**src/design/ppcfd_pkg.sv**
```systemverilog
// Package for the PowerPC instruction field decoder.
// Holds the operation codes, opcode constants, the decode result struct
// and the primary-31 extended-opcode lookup. No dependencies.
`timescale 1ns / 1ps

package ppcfd_pkg;

  localparam int unsigned OP_W  = 6;
  localparam int unsigned REG_W = 5;
  localparam int unsigned IMM_W = 12;
  localparam int unsigned XO_W  = 10;

  // Primary opcodes
  localparam logic [5:0] PRI_PS      = 6'd4;
  localparam logic [5:0] PRI_RLWIMI  = 6'd20;
  localparam logic [5:0] PRI_RLWINM  = 6'd21;
  localparam logic [5:0] PRI_RLWNM   = 6'd23;
  localparam logic [5:0] PRI_X31     = 6'd31;
  localparam logic [5:0] PRI_PSQ_L   = 6'd56;
  localparam logic [5:0] PRI_PSQ_LU  = 6'd57;
  localparam logic [5:0] PRI_PSQ_ST  = 6'd60;
  localparam logic [5:0] PRI_PSQ_STU = 6'd61;

  // Primary-4 extended opcodes
  localparam logic [XO_W-1:0] XO_PS_ADD  = 10'd21;
  localparam logic [XO_W-1:0] XO_PS_SUB  = 10'd20;
  localparam logic [XO_W-1:0] XO_PS_DIV  = 10'd18;
  localparam logic [XO_W-1:0] XO_PS_MR   = 10'd72;
  localparam logic [XO_W-1:0] XO_PS_NEG  = 10'd40;
  localparam logic [4:0]      XO_PS_MUL  = 5'd25;
  localparam logic [4:0]      XO_PS_MADD = 5'd29;
  localparam logic [4:0]      XO_PS_MSUB = 5'd28;

  // Primary-31 extended opcodes
  localparam logic [XO_W-1:0] XO_CMPW   = 10'd0;
  localparam logic [XO_W-1:0] XO_CMPLW  = 10'd32;
  localparam logic [XO_W-1:0] XO_MULLW  = 10'd235;
  localparam logic [XO_W-1:0] XO_MULHW  = 10'd75;
  localparam logic [XO_W-1:0] XO_MULHWU = 10'd11;
  localparam logic [XO_W-1:0] XO_DIVW   = 10'd491;
  localparam logic [XO_W-1:0] XO_DIVWU  = 10'd459;
  localparam logic [XO_W-1:0] XO_AND    = 10'd28;
  localparam logic [XO_W-1:0] XO_OR     = 10'd444;
  localparam logic [XO_W-1:0] XO_XOR    = 10'd316;
  localparam logic [XO_W-1:0] XO_NAND   = 10'd476;
  localparam logic [XO_W-1:0] XO_NOR    = 10'd124;
  localparam logic [XO_W-1:0] XO_EQV    = 10'd284;
  localparam logic [XO_W-1:0] XO_ANDC   = 10'd60;
  localparam logic [XO_W-1:0] XO_ORC    = 10'd412;
  localparam logic [XO_W-1:0] XO_SLW    = 10'd24;
  localparam logic [XO_W-1:0] XO_SRW    = 10'd536;
  localparam logic [XO_W-1:0] XO_SRAW   = 10'd792;
  localparam logic [XO_W-1:0] XO_SRAWI  = 10'd824;
  localparam logic [XO_W-1:0] XO_ADD    = 10'd266;
  localparam logic [XO_W-1:0] XO_SUBF   = 10'd40;
  localparam logic [XO_W-1:0] XO_NEG    = 10'd104;

  // Dense operation codes
  localparam logic [OP_W-1:0] OP_NONE    = 6'd0;
  localparam logic [OP_W-1:0] OP_RLWINM  = 6'd0;
  localparam logic [OP_W-1:0] OP_RLWIMI  = 6'd1;
  localparam logic [OP_W-1:0] OP_RLWNM   = 6'd2;
  localparam logic [OP_W-1:0] OP_PSQ_L   = 6'd3;
  localparam logic [OP_W-1:0] OP_PSQ_LU  = 6'd4;
  localparam logic [OP_W-1:0] OP_PSQ_ST  = 6'd5;
  localparam logic [OP_W-1:0] OP_PSQ_STU = 6'd6;
  localparam logic [OP_W-1:0] OP_PS_ADD  = 6'd7;
  localparam logic [OP_W-1:0] OP_PS_SUB  = 6'd8;
  localparam logic [OP_W-1:0] OP_PS_DIV  = 6'd9;
  localparam logic [OP_W-1:0] OP_PS_MR   = 6'd10;
  localparam logic [OP_W-1:0] OP_PS_NEG  = 6'd11;
  localparam logic [OP_W-1:0] OP_PS_MUL  = 6'd12;
  localparam logic [OP_W-1:0] OP_PS_MADD = 6'd13;
  localparam logic [OP_W-1:0] OP_PS_MSUB = 6'd14;
  localparam logic [OP_W-1:0] OP_CMPW    = 6'd15;
  localparam logic [OP_W-1:0] OP_CMPLW   = 6'd16;
  localparam logic [OP_W-1:0] OP_MULLW   = 6'd17;
  localparam logic [OP_W-1:0] OP_MULHW   = 6'd18;
  localparam logic [OP_W-1:0] OP_MULHWU  = 6'd19;
  localparam logic [OP_W-1:0] OP_DIVW    = 6'd20;
  localparam logic [OP_W-1:0] OP_DIVWU   = 6'd21;
  localparam logic [OP_W-1:0] OP_AND     = 6'd22;
  localparam logic [OP_W-1:0] OP_OR      = 6'd23;
  localparam logic [OP_W-1:0] OP_XOR     = 6'd24;
  localparam logic [OP_W-1:0] OP_NAND    = 6'd25;
  localparam logic [OP_W-1:0] OP_NOR     = 6'd26;
  localparam logic [OP_W-1:0] OP_EQV     = 6'd27;
  localparam logic [OP_W-1:0] OP_ANDC    = 6'd28;
  localparam logic [OP_W-1:0] OP_ORC     = 6'd29;
  localparam logic [OP_W-1:0] OP_SLW     = 6'd30;
  localparam logic [OP_W-1:0] OP_SRW     = 6'd31;
  localparam logic [OP_W-1:0] OP_SRAW    = 6'd32;
  localparam logic [OP_W-1:0] OP_SRAWI   = 6'd33;
  localparam logic [OP_W-1:0] OP_ADD     = 6'd34;
  localparam logic [OP_W-1:0] OP_SUBF    = 6'd35;
  localparam logic [OP_W-1:0] OP_NEG     = 6'd36;

  typedef struct packed {
    logic                    valid;
    logic [OP_W-1:0]         op;
    logic [REG_W-1:0]        rd;
    logic [REG_W-1:0]        ra;
    logic [REG_W-1:0]        rb;
    logic [REG_W-1:0]        sh;
    logic [REG_W-1:0]        mb;
    logic [REG_W-1:0]        me;
    logic signed [IMM_W-1:0] imm;
  } dec_t;

  typedef struct packed {
    logic            hit;
    logic [OP_W-1:0] op;
  } op31_t;

  function automatic op31_t op31_lookup(input logic [XO_W-1:0] xo);
    op31_t r;
    r.hit = 1'b1;
    case (xo)
      XO_CMPW:   r.op = OP_CMPW;
      XO_CMPLW:  r.op = OP_CMPLW;
      XO_MULLW:  r.op = OP_MULLW;
      XO_MULHW:  r.op = OP_MULHW;
      XO_MULHWU: r.op = OP_MULHWU;
      XO_DIVW:   r.op = OP_DIVW;
      XO_DIVWU:  r.op = OP_DIVWU;
      XO_AND:    r.op = OP_AND;
      XO_OR:     r.op = OP_OR;
      XO_XOR:    r.op = OP_XOR;
      XO_NAND:   r.op = OP_NAND;
      XO_NOR:    r.op = OP_NOR;
      XO_EQV:    r.op = OP_EQV;
      XO_ANDC:   r.op = OP_ANDC;
      XO_ORC:    r.op = OP_ORC;
      XO_SLW:    r.op = OP_SLW;
      XO_SRW:    r.op = OP_SRW;
      XO_SRAW:   r.op = OP_SRAW;
      XO_SRAWI:  r.op = OP_SRAWI;
      XO_ADD:    r.op = OP_ADD;
      XO_SUBF:   r.op = OP_SUBF;
      XO_NEG:    r.op = OP_NEG;
      default: begin
        r.hit = 1'b0;
        r.op  = OP_NONE;
      end
    endcase
    return r;
  endfunction

endpackage

```
**src/design/ppc_instruction_field_decoder_top.sv**
```systemverilog
// Top level of the PowerPC instruction field decoder: input register,
// decode logic and result register. Depends on ppcfd_pkg, ppcfd_decode.
// Flow: a transfer is held in the input register, and its decode is loaded into
// the result register as the result strobe done rises.
// Throughput: one instruction per cycle; busy is never raised, since the
// input register feeds the decode and the result register every cycle.
// Reset: synchronous rst clears the input valid flag and the done strobe only.
`timescale 1ns / 1ps

module ppc_instruction_field_decoder_top (
  input  logic                                 clk,
  input  logic                                 rst,
  input  logic                                 start,
  output logic                                 busy,
  input  logic [31:0]                          instr_word,
  output logic                                 done,
  output logic                                 valid_res,
  output logic [ppcfd_pkg::OP_W-1:0]           op_code,
  output logic [ppcfd_pkg::REG_W-1:0]          reg_d,
  output logic [ppcfd_pkg::REG_W-1:0]          reg_a,
  output logic [ppcfd_pkg::REG_W-1:0]          reg_b,
  output logic [ppcfd_pkg::REG_W-1:0]          shift_amt,
  output logic [ppcfd_pkg::REG_W-1:0]          mask_begin,
  output logic [ppcfd_pkg::REG_W-1:0]          mask_end,
  output logic signed [ppcfd_pkg::IMM_W-1:0]   immediate
);
  import ppcfd_pkg::*;

  logic        in_valid;
  logic [31:0] in_word;
  dec_t        dec;
  dec_t        res;

  assign busy = 1'b0;

  always_ff @(posedge clk) begin
    if (rst) begin
      in_valid <= 1'b0;
      done     <= 1'b0;
    end else begin
      in_valid <= start & ~busy;
      done     <= in_valid;
    end
  end

  // payload registers hold no reset
  always_ff @(posedge clk) begin
    if (start & ~busy) begin
      in_word <= instr_word;
    end
    if (in_valid) begin
      res <= dec;
    end
  end

  ppcfd_decode u_decode (
    .word (in_word),
    .dec  (dec)
  );

  assign valid_res  = res.valid;
  assign op_code    = res.op;
  assign reg_d      = res.rd;
  assign reg_a      = res.ra;
  assign reg_b      = res.rb;
  assign shift_amt  = res.sh;
  assign mask_begin = res.mb;
  assign mask_end   = res.me;
  assign immediate  = res.imm;

endmodule

```
**src/design/ppcfd_decode.sv**
```systemverilog
// Combinational decode of one instruction word into operation and fields.
// Depends on ppcfd_pkg.
`timescale 1ns / 1ps

module ppcfd_decode (
  input  logic [31:0]     word,
  output ppcfd_pkg::dec_t dec
);
  import ppcfd_pkg::*;

  logic [5:0]       primary;
  logic [REG_W-1:0] r6, r11, r16, r21, r26;
  logic [XO_W-1:0]  xo10;
  op31_t            hit31;

  // Big-endian bit numbering: instruction bit i is word[31-i]
  assign primary = word[31:26];
  assign r6      = word[25:21];
  assign r11     = word[20:16];
  assign r16     = word[15:11];
  assign r21     = word[10:6];
  assign r26     = word[5:1];
  assign xo10    = word[10:1];
  assign hit31   = op31_lookup(xo10);

  always_comb begin
    dec = '0;
    if (primary inside {PRI_RLWIMI, PRI_RLWINM, PRI_RLWNM}) begin
      dec.valid = 1'b1;
      dec.op = (primary == PRI_RLWINM) ? OP_RLWINM :
               (primary == PRI_RLWIMI) ? OP_RLWIMI : OP_RLWNM;
      dec.rd = r6;
      dec.ra = r11;
      dec.rb = r16;
      dec.sh = r16;
      dec.mb = r21;
      dec.me = r26;
    end else if (primary inside {PRI_PSQ_L, PRI_PSQ_LU, PRI_PSQ_ST, PRI_PSQ_STU}) begin
      dec.valid = 1'b1;
      dec.op = (primary == PRI_PSQ_L)  ? OP_PSQ_L :
               (primary == PRI_PSQ_LU) ? OP_PSQ_LU :
               (primary == PRI_PSQ_ST) ? OP_PSQ_ST : OP_PSQ_STU;
      dec.rd  = r6;
      dec.ra  = r11;
      dec.sh  = {4'd0, word[15]};
      dec.mb  = {2'd0, word[14:12]};
      dec.imm = signed'(word[11:0]);
    end else if (primary == PRI_PS) begin
      dec.valid = 1'b1;
      dec.rd    = r6;
      // full 10-bit forms take priority over the 5-bit multiply forms
      if (xo10 == XO_PS_ADD) begin
        dec.op = OP_PS_ADD; dec.ra = r11; dec.rb = r16;
      end else if (xo10 == XO_PS_SUB) begin
        dec.op = OP_PS_SUB; dec.ra = r11; dec.rb = r16;
      end else if (xo10 == XO_PS_DIV) begin
        dec.op = OP_PS_DIV; dec.ra = r11; dec.rb = r16;
      end else if (xo10 == XO_PS_MR) begin
        dec.op = OP_PS_MR; dec.rb = r16;
      end else if (xo10 == XO_PS_NEG) begin
        dec.op = OP_PS_NEG; dec.rb = r16;
      end else if (r26 == XO_PS_MUL) begin
        dec.op = OP_PS_MUL; dec.ra = r11; dec.rb = r21;
      end else if (r26 == XO_PS_MADD) begin
        dec.op = OP_PS_MADD; dec.ra = r11; dec.rb = r21;
      end else if (r26 == XO_PS_MSUB) begin
        dec.op = OP_PS_MSUB; dec.ra = r11; dec.rb = r21;
      end else begin
        dec.valid = 1'b0;
        dec.rd    = '0;
      end
    end else if (primary == PRI_X31 && hit31.hit) begin
      if (hit31.op == OP_CMPW || hit31.op == OP_CMPLW) begin
        // drop compares with the L bit set
        if (!word[21]) begin
          dec.valid = 1'b1;
          dec.op    = hit31.op;
          dec.rd    = {2'd0, word[25:23]};
          dec.ra    = r11;
          dec.rb    = r16;
        end
      end else begin
        dec.valid = 1'b1;
        dec.op    = hit31.op;
        dec.rd    = r6;
        dec.ra    = r11;
        if (hit31.op == OP_SRAWI) begin
          dec.sh = r16;
        end else if (hit31.op != OP_NEG) begin
          dec.rb = r16;
        end
      end
    end
  end

endmodule

```
**config.mk**
```make
export PLATFORM = sky130hd
export DESIGN_NAME = ppc_instruction_field_decoder_top
export DESIGN_NICKNAME = d
export VERILOG_FILES = /design/src/design/ppcfd_pkg.sv /design/src/design/ppc_instruction_field_decoder_top.sv /design/src/design/ppcfd_decode.sv
export SDC_FILE = /design/constraint.sdc
export NUM_CORES = 1
export LEC_CHECK = 0
export BUFFER_PORTS_ARGS = -buffer_cell sky130_fd_sc_hd__buf_2
export CORE_MARGIN = 2
export CORE_UTILIZATION = 54
export CTS_CLUSTER_SIZE = 10
export DETAILED_ROUTE_END_ITERATION = 16
export GPL_ROUTABILITY_DRIVEN = 0
export PLACE_DENSITY = 0.79
export SETUP_SLACK_MARGIN = 0.5
export SLEW_MARGIN = 5
export SYNTH_ARGS = -nofsm -noshare
export SYNTH_HDL_FRONTEND = slang
export SYNTH_SLANG_ARGS = --single-unit
```
**constraint.sdc**
```tcl
create_clock -name clk -period 2.7 [get_ports clk]
set_clock_uncertainty 0.15 [all_clocks]
set_input_delay 0.27 -clock clk [delete_from_list [all_inputs] [get_ports clk]]
set_output_delay 0.27 -clock clk [all_outputs]
set_load 0.05 [all_outputs]
```
# Yosys cells after proc, flatten, opt, wreduce, memory -nomap -nowiden
# Index checks and enable logic that the tools add are counted.
# classes
n_eq_ne,41
mux,53
bitwise,1
n_reduce_logical,8
# ops
operator,n
6-bit one-hot mux with 22 select lines,1
10-bit by 9-bit == test with 1-bit output (second input constant),8
10-bit 2-to-1 mux,8
5-bit 2-to-1 mux,15
22-bit 2-to-1 mux,3
6-bit 2-to-1 mux,10
10-bit by 5-bit == test with 1-bit output (second input constant),5
10-bit by 7-bit == test with 1-bit output (second input constant),4
31-bit 2-to-1 mux,1
10-bit == test (second input constant),3
10-bit by 6-bit == test with 1-bit output (second input constant),3
6-bit by 5-bit == test with 1-bit output (second input constant),5
6-bit == test (second input constant),5
27-bit 2-to-1 mux,1
22-bit OR reduction,1
16-bit 2-to-1 mux,1
5-bit == test (second input constant),3
10-bit by 4-bit == test with 1-bit output (second input constant),1
10-bit by 8-bit == test with 1-bit output (second input constant),1
10-bit zero test,1
1-bit 2-to-1 mux,9
6-bit by 3-bit == test with 1-bit output (second input constant),1
6-bit by 4-bit == test with 1-bit output (second input constant),1
6-bit inequality test (second input constant),1
9 further kinds,11
# word_totals
regBits,83
inputBits,35
output_inout_bits,51
wordCells,115

# Longest topological paths before layout
# Gate-level depths: netlist of the first run.
# depth
ltp_word,12
depth_mapped,8
mapped_depth_nobuf,6

# Modules after synthesis
# From an unflattened synthesis of the first run, not the netlist that was laid out.
# unflattened
hier_cells,311
hier_area_um2,3866.2
# by_module_without_submodules
mod,n_inst,cells_per_inst,area_per_inst_um2,seq_area_each_um2
ppc_instruction_field_decoder_top,1,87,2496.1,2472.4
ppcfd_decode,1,224,1370.1,0.0

# Worst setup path before layout of the first run
# Ideal clock, no wire load.
# synth_path
path_type,register -> register
startpoint,register in_word[8]
endpoint,"register res (netlist bit reg_d[0]), data pin"
setup_ns,0.142
arrival_time_ns,1.949
t_required_ns,2.408
slack_ns,0.459
stages_incl_launch_ff,9
path_buffers,2
period_less_slack_ns,2.241
path_cell_list,edfxtp_1 buf_6 or4_4 buf_6 a2111oi_4 nor3_1 o21a_1 a21boi_4 o21ai_2
# synth_rtl
item,line_no,source
start: declaration,ppc_instruction_field_decoder_top.sv:30,logic [31:0] in_word;
start signal: assignment,ppc_instruction_field_decoder_top.sv:49,in_word <= instr_word;
end signal: assignment,ppc_instruction_field_decoder_top.sv:52,res <= dec;
end: declaration,ppc_instruction_field_decoder_top.sv:32,dec_t res;

# Final worst setup path of the first run
# layout_path
startpoint,register in_word[7]
endpoint,"register res (netlist bit op_code[2]), data pin"
# layout_between
elab_chain_len,9
elab_cells_between_ends,44
cone_classes,eq/ne: 27; mux: 13; reduce/logical: 4
# layout_rtl
item,line_no,source
10-bit by 7-bit == test with 1-bit output (tied with other cells),ppcfd_pkg.sv:118,case (xo)
6-bit one-hot mux with 22 select lines / 6-bit 2-to-1 mux (equally long branches),"ppcfd_pkg.sv:118, ppcfd_decode.sv:60",
6-bit by 4-bit == test with 1-bit output (tied with other cells),ppcfd_decode.sv:73,if (hit31.op == OP_CMPW || hit31.op == OP_CMPLW) begin
1-bit logical OR / 6-bit 2-to-1 mux (equally long branches),"ppcfd_decode.sv:73, ppcfd_decode.sv:56",
22-bit 2-to-1 mux / 6-bit 2-to-1 mux (equally long branches),"ppcfd_decode.sv:73, ppcfd_decode.sv:54",
27-bit 2-to-1 mux / 6-bit 2-to-1 mux (equally long branches),"ppcfd_decode.sv:72, ppcfd_decode.sv:52",
22-bit 2-to-1 mux (*),ppcfd_decode.sv:48,end else if (primary == PRI_PS) begin
16-bit 2-to-1 mux (*),ppcfd_decode.sv:38,"end else if (primary inside {PRI_PSQ_L, PRI_PSQ_LU, PRI_PSQ_ST, PRI_PSQ_STU}) begin"
31-bit 2-to-1 mux (*),ppcfd_decode.sv:28,"if (primary inside {PRI_RLWIMI, PRI_RLWINM, PRI_RLWNM}) begin"
# Mark *: on every way between the ends. The rest lies on a longest branch, timed or not.
# A chain may end at the register's enable or synchronous reset.

==> impl_metrics.tcl, run 1 <==
set metrics [dict create \
    power.density_mw_per_mm2 538 \
    worstSetupPathType "register to register" \
    antennaDiodeCount 0 \
    clkTransAtPathRegs_ps 100 \
    port_buffers 84 \
    antenna_found_initial 0 \
    final-instance-count-excl-fill 588 \
    cts_inserted_buffers 9 \
    insertion_delay_ps 360 \
    clock_power_share 0.288 \
    comb_power_share 0.195 \
    p_sw_frac 0.313 \
    grt_usage 0.248 \
    ir_worst_vdd_uv 309 \
    crit_path_end_kind "register" \
    synthCells 325 \
    final_nets 519 \
    syn-cell-area_mm2 0.00399 \
    syn_nets 360 \
    initial_core_util 0.552 \
    synth_warnings 0 \
    cts_tree "built" \
    fp.dieW_um 89.9 \
    post-route-period-util 0.958 \
    cp_max_fo 3 \
    synthTopCellsByArea "edfxtp_1, and2_1, nand2_1, nor2_1, nor2b_1" \
    ys_async_sr_fraction 0 \
    core-area_mm2 0.00721 \
    fmax_mhz 386 \
    viasPerCell 5.95 \
    cts_sinks 83 \
    setup_viol 0 \
    overflow 0 \
    p_sw_w 0.000946 \
    grt_pass1_vias 3151 \
    vias 3496 \
    synth_edf_count 81 \
    detail-route-antenna-nets 0 \
    clock-root-buffer "clkbuf_8" \
    period_needed_ps 2590 \
    sequentialPowerShare 0.516 \
    avgSynthCellArea_um2 12.3 \
    synthFlopType "edfxtp_1" \
    fin_tns_setup_ps 0 \
    holdWs_ps 373 \
    rsz0062_at_grt "yes" \
    grt_pass1_wl_mm 15.6 \
    num_rows 31 \
    drt_iter0_markers 380 \
    slew_viol_final 0 \
    outcome "finished clean" \
    drive_gt1_frac 0.421 \
    synth_top_area_cell "edfxtp_1" \
    maxCapViolCount 0 \
    hold_viol 0 \
    grt_max_degree 34 \
    clockBufferDepth 2 \
    worst_pin_slew_ps 758 \
    htree_levels 3 \
    intPower_w 0.00207 \
    die_y_um 89.9 \
    drc_errors 0 \
    required_ps 2740 \
    power_w 0.00302 \
    netlist.area_leader.share 0.610 \
    dr.pass1.iters 7 \
    critPathLaunchType "register" \
    worstPathArrival_ps 2630 \
    die_area_mm2 0.00808 \
    ys_seq_area_frac 0.620 \
    synth_cell_type_count 70 \
    holdCritPathClass "input port to register" \
    wl_per_cell_um 18.7 \
    dp_cells 502 \
    ios 86 \
    nFillCells 420 \
    area_growth_pct 40.7 \
    dp_hpwl_mm 5.94 \
    leakagePower_nw 2.07 \
    finalWirelength_mm 11.0 \
    max_slew_margin 0.495 \
    synth_seq_cells 83 \
]
-- worst paths after layout --
check / end / depth (start not counted) / slack [ps] / startpoint
max reg2reg: op_code[2]$_SDFFCE_PP0P_ / 7 / 110 / in_word[7]$_DFFE_PP_
min reg2reg: immediate[0]$_SDFFCE_PP0P_ / 1 / 370 / in_word[0]$_DFFE_PP_
min: in_word[26]$_DFFE_PP_ / 1 / 370 / start
max: op_code[2]$_SDFFCE_PP0P_ / 7 / 110 / in_word[7]$_DFFE_PP_
-- critical path: stages (launching register included) --
cell      delay, ps
edfxtp_1        450
buf_6           150
or4_4           540
nor3_4          240
nand3b_1        210
o221ai_2        340
a211oi_2         90
o211ai_1        240
-- what timing repair did --
action / CTS / global route
endpoints found under the hold margin: 34 / 0
endpoints found under the setup margin: 25 / 26
pin swaps: 20 / 19
gates resized for setup: 26 / 25
buffers inserted: 27 / 10
hold buffers: 33 / 0
-- flip-flops by register name, indices dropped and copies added, names as in the netlist, 5 cells and up --
signal,flops
mask_begin,5
op_code,6
in_word,32
reg_a,5
shift_amt,5
reg_b,5
immediate,12
reg_d,5
mask_end,5
-- area by class of cell --
| type | count | area (µm²) | area share |
|---|---|---|---|
| multi-input cells | 208 | 1580 | 0.281 |
| clock inverters | 7 | 71.3 | 0.0127 |
| clock buffers | 9 | 124 | 0.0221 |
| flip-flops and latches | 83 | 2470 | 0.441 |
| well taps | 99 | 124 | 0.0221 |
| repair buffers | 169 | 1190 | 0.212 |
| inverters | 13 | 48.8 | 0.00871 |
-- Yosys cell counts (all sizes together) (4+ instances only) --
master   n
nand2   23
nand4    6
nor3    13
edfxtp  81
a22o     4
nor2b   13
nand2b   9
inv     13
or2      4
and2    20
o21ai   16
a21oi   10
clkbuf  11
nand3   11
buf     10
nor2    19
-- routing by layer --
metal,wire [µm],track usage,up-vias
met5,0,0,-
met4,694,0.118,0
met3,1040,0.0503,74
met2,5250,0.422,258
met1,4030,0.304,1635
li1,-,-,1529
-- layout by cell type (no fill, tap or decap), types with 5 or more instances in the layout --
cell           Yosys  layout
nand2_1           23      21
clkbuf_8           0       9
nor3_1            11       7
nand3_1           11       8
o21ai_2            3       5
buf_6              2       9
edfxtp_1          81      81
a21oi_1           10       8
inv_1             13      13
and2_1            20      20
nand2b_1           9       9
nor2_1            19      16
buf_4              1      42
o21ai_1            5       5
o21ai_0            8       6
nor2b_1           11      11
dlygate4sd3_1      0      33
buf_2              7      84
nand4_1            5       5
-- stage by stage --
step	util	worst slack (ps)	instance area, µm²
floorplan	-	512	3990
global placement	0.629	207	4540
detailed placement	0.629	161	4540
CTS	0.749	358	5400
global route	0.777	111	5610
finish	0.777	113	5610
-- power groups by stage --
stage          Combinational, W  Clock (W)  Sequential [W]
3_5_place_dp           0.000445          0         0.00159
2_1_floorplan          0.000163          0         0.00174
4_1_cts                0.000542   0.000875         0.00155
3_3_place_gp           0.000440          0         0.00159
6_report               0.000590   0.000870         0.00156
5_1_grt                0.000612   0.000917         0.00157
-- cell families (layout without fill, tap and decap cells) --
kind of cell | after synthesis | count (layout) | synth area share
simple gates | 147 | 147 | 0.221
flops | 83 | 83 | 0.620
compound gates | 57 | 57 | 0.112
buf+inv | 34 | 198 | 0.0389
xor+xnor | 2 | 2 | 0.00440
other cells | 1 | 1 | 0.000941
mux | 1 | 1 | 0.00251
Note: power is estimated with default switching activity, not from simulation.
==> run 2, diff against run 1 <==
CORE_UTILIZATION = 56   (was 54)
CTS_BUF_LIST = sky130_fd_sc_hd__clkbuf_2 sky130_fd_sc_hd__clkbuf_4 sky130_fd_sc_hd__clkbuf_8   (was unset)
PLACE_DENSITY = 0.82   (was 0.79)
SETUP_SLACK_MARGIN = 0.1   (was 0.5)
==> impl_metrics.tcl, run 2 (same netlist as run 1, synthesis figures left out) <==
set metrics [dict create \
    max_slew_margin 0.517 \
    drc_errors 0 \
    grt_usage 0.243 \
    maxCapViolCount 0 \
    holdCritPathClass "input port to register" \
    clkTransAtPathRegs_ps 100 \
    final_nets 494 \
    slew_viol_final 0 \
    initial_core_util 0.583 \
    insertion_delay_ps 370 \
    reg2reg_slack_ps 100 \
    htree_levels 3 \
    layout_commonest_cell "buf_2" \
    reg2reg_from "in_word[1]$_DFFE_PP_" \
    multi_input_area_mm2 0.00139 \
    die_y_um 88.4 \
    antenna_found_initial 0 \
    cts_inserted_buffers 9 \
    drt_iter0_markers 519 \
    fin_util 0.760 \
    core-area_mm2 0.00683 \
    p_sw_frac 0.310 \
    drive_gt1_frac 0.334 \
    finalWirelength_mm 9.72 \
    cts_tree "built" \
    dp_hpwl_mm 6.06 \
    hold_viol 0 \
    viasPerCell 5.75 \
    critPathLaunchType "register" \
    clockBufferDepth 2 \
    largest_reg_flops 32 \
    area_growth_pct 30.3 \
    grt_pass1_wl_mm 14.0 \
    worst_pin_slew_ps 725 \
    setup_viol 0 \
    sequentialPowerShare 0.528 \
    setup.worst_path.start "in_word[1]$_DFFE_PP_" \
    largest_register "in_word" \
    cts_sinks 83 \
    clock-root-buffer "clkbuf_8" \
    grt_pass1_vias 2897 \
    power.density_mw_per_mm2 570 \
    num_rows 30 \
    ir_worst_vdd_uv 307 \
    final-instance-count-excl-fill 561 \
    port_buffers 84 \
    holdWs_ps 354 \
    outcome "finished clean" \
    worstPathArrival_ps 2550 \
    grt_max_degree 34 \
    required_ps 2660 \
    power_w 0.00296 \
    clock_power_share 0.295 \
    cp_max_fo 6 \
    comb_power_share 0.177 \
    ios 86 \
    die_area_mm2 0.00781 \
    wl_per_cell_um 17.3 \
    dr.pass1.iters 8 \
    final_cell_mix "buf_2, edfxtp_1, dlygate4sd3_1" \
    regArea_mm2 0.00247 \
    intPower_w 0.00204 \
    dp_cells 497 \
    nFillCells 455 \
    p_sw_w 0.000917 \
    period_needed_ps 2600 \
    crit_path_end_kind "register" \
    rsz0062_at_grt "yes" \
    overflow 0 \
    fmax_mhz 385 \
    fin_tns_setup_ps 0 \
    vias 3226 \
    post-route-period-util 0.961 \
    leakagePower_nw 1.90 \
    worstHoldStart "start" \
    worstSetupPathType "register to register" \
    fp.dieW_um 88.4 \
    detail-route-antenna-nets 0 \
]
[run 2: changes by cell type in the layout (fill, tap and decap cells not counted), sizes merged]
cell / delta
buf: -26
diode: +1
dlymetal6s2s: +1
[run 2: layout make-up]
| type | instances | area share |
|---|---|---|
| sequential | 83 | 0.476 |
| tap | 96 | 0.0231 |
| clock inverter | 7 | 0.0137 |
| multi-input combinational | 208 | 0.268 |
| inverter | 13 | 0.00940 |
| clock buffer | 9 | 0.0239 |
| timing repair buffer | 144 | 0.185 |
| antenna | 1 | 0.000482 |
[run 2: stage by stage]
stage,instance area [µm²],setup slack [ps]
CTS,5040,104
finish,5190,104
detailed placement,4520,174
global route,5190,70.2
global placement,4520,208
floorplan,3990,459
[run 2: power groups by stage]
stage	clock network [W]	registers (W)	logic, W
6_report	0.000873	0.00156	0.000524
5_1_grt	0.000925	0.00157	0.000551
4_1_cts	0.000878	0.00157	0.000477
3_5_place_dp	0	0.00160	0.000439
3_3_place_gp	0	0.00159	0.000433
2_1_floorplan	0	0.00174	0.000163
[run 2: metal layers]
metal	global-route usage	vias to the layer above	part of all wire
li1	-	1477	-
met1	0.303	1491	0.38
met2	0.409	213	0.50
met3	0.0466	45	0.089
met4	0.118	0	0.031
met5	0	-	0
[run 2: repair_timing]
item	in CTS	in global routing
hold buffers	33	0
setup buffers	0	14
setup endpoints to repair	0	19
gates resized for setup	0	6
endpoints found under the hold margin	34	0
[run 2: critical path: stages (launching register included)]
cell and delay (ps):
edfxtp_1 460, buf_4 190, or4b_4 570, nor3_1 250, nand4_1 220, a41oi_2 380
o21ai_1 110
[run 2: final timing paths]
kind | to | cells past startpoint
worst max-delay path | reg_b[3]$_DFFE_PP_ | 6
worst min-delay path | in_word[26]$_DFFE_PP_ | 1
worst max register to register | reg_b[3]$_DFFE_PP_ | 6
worst min register to register | reg_a[0]$_DFFE_PP_ | 1
==> run 3, diff against run 2 <==
CELL_PAD_IN_SITES_DETAIL_PLACEMENT = 1   (was unset)
CELL_PAD_IN_SITES_GLOBAL_PLACEMENT = 2   (was unset)
CORE_UTILIZATION = 37   (was 56)
==> impl_metrics.tcl, run 3 (same netlist as run 1, synthesis figures left out) <==
set metrics [dict create \
    worstPathArrival_ps 2610 \
    fin_tns_setup_ps 0 \
    initial_core_util 0.384 \
    setup_viol 0 \
    clock-root-buffer "clkbuf_8" \
    worst_pin_slew_ps 788 \
    maxCapViolCount 0 \
    dr.pass1.iters 4 \
    layout_commonest_cell "buf_2" \
    crit_path_end_kind "register" \
    grt_pass1_vias 3170 \
    drc_errors 0 \
    wl_per_cell_um 17.7 \
    htree_levels 3 \
    fmax_mhz 391 \
    drive_gt1_frac 0.339 \
    drt_iter0_markers 246 \
    core-area_mm2 0.0104 \
    reg2reg_from "in_word[9]$_DFFE_PP_" \
    fp.dieW_um 108 \
    worstHoldPathCells 1 \
    slew_viol_final 0 \
    outcome "finished clean" \
    die_y_um 108 \
    port_buffers 84 \
    insertion_delay_ps 360 \
    largest_reg_flops 32 \
    detail-route-antenna-nets 0 \
    ir_worst_vdd_uv 309 \
    worstSetupPathType "register to register" \
    largest_register "in_word" \
    post-route-period-util 0.946 \
    nFillCells 1125 \
    final_area_mm2 0.00533 \
    reg2regPathDepth 8 \
    cts_inserted_buffers 9 \
    overflow 0 \
    setup.worst_path.start "in_word[9]$_DFFE_PP_" \
    dp_hpwl_mm 7.20 \
    critPathLaunchType "register" \
    final-instance-count-excl-fill 602 \
    grt_usage 0.189 \
    ios 86 \
    area_growth_pct 33.7 \
    num_rows 37 \
    vias 3060 \
    final_cell_mix "buf_2, edfxtp_1, dlygate4sd3_1" \
    finalWirelength_mm 10.7 \
    required_ps 2760 \
    rsz0062_at_grt "yes" \
    cp_max_fo 14 \
    cts_tree "built" \
    die_area_mm2 0.0116 \
    grt_max_degree 34 \
    holdCritPathClass "register to register" \
    regArea_mm2 0.00247 \
    viasPerCell 5.08 \
    antennaDiodeCount 0 \
    place_area_mm2 0.00461 \
    max_slew_margin 0.475 \
    power.density_mw_per_mm2 605 \
    worstHoldStart "in_word[16]$_DFFE_PP_" \
    cts_sinks 83 \
    final_nets 496 \
    period_needed_ps 2560 \
    grt_pass1_wl_mm 16.6 \
    fin_util 0.514 \
    holdWs_ps 389 \
    clkTransAtPathRegs_ps 100 \
    hold_viol 0 \
    dp_cells 541 \
    clockBufferDepth 2 \
    antenna_found_initial 0 \
    multi_input_area_mm2 0.00141 \
    leakagePower_nw 1.94 \
]
-- run 3: cell types whose count changed in the layout (fill, tap and decap cells not counted), sizes merged, moves of 2 or more --
| cell | before | now |
|---|---|---|
| bufinv | 0 | 3 |
| clkinv | 2 | 0 |
| clkinvlp | 2 | 0 |
| buf | 110 | 112 |
-- run 3: path summary, 6_finish.rpt --
| path | endpoint | slack [ps] |
|---|---|---|
| max | reg_a[3]$_DFFE_PP_ | 140 |
| min | reg_a[0]$_DFFE_PP_ | 390 |
| max reg2reg | reg_a[3]$_DFFE_PP_ | 140 |
| min reg2reg | reg_a[0]$_DFFE_PP_ | 390 |
-- run 3: stage by stage --
stage          power, W  worst slack (ps)
2_1_floorplan   0.00190               459
6_report        0.00322               145
3_3_place_gp    0.00205               198
3_5_place_dp    0.00206               163
5_1_grt         0.00334              6.71
4_1_cts         0.00323               135
-- run 3: where the power goes --
part	internal [W]	total [W]	switching [W]
Combinational	0.000178	0.000528	0.000350
Clock	0.000631	0.00113	0.000502
Sequential	0.00151	0.00156	0.0000564
Total	0.00232	0.00322	0.000909
-- run 3: repair_timing --
item / 4_1_cts / 5_1_grt
resized for setup: 0 / 7
hold endpoints to repair: 34 / 0
setup endpoints to repair: 0 / 23
hold buffers: 33 / 0
setup buffers: 0 / 12
-- run 3: layer usage --
metal,GRT usage,wire [µm]
met1,0.254,4690
met2,0.315,5300
met3,0.0248,497
met4,0.0678,167
met5,0,0
-- run 3: cell type report --
class / instances / share of cell area
clock inverter: 7 / 0.0239
clock buffer: 9 / 0.0232
tap: 136 / 0.0319
timing repair buffer: 146 / 0.184
sequential: 83 / 0.464
multi-input combinational: 208 / 0.264
inverter: 13 / 0.00916
-- run 3: critical path: stages (launching register included) --
cell,delay (ps)
edfxtp_1,510
buf_4,230
nor4b_1,420
a22oi_1,180
o22a_1,250
nand4_2,210
a21oi_1,120
buf_4,190
nor2b_1,140
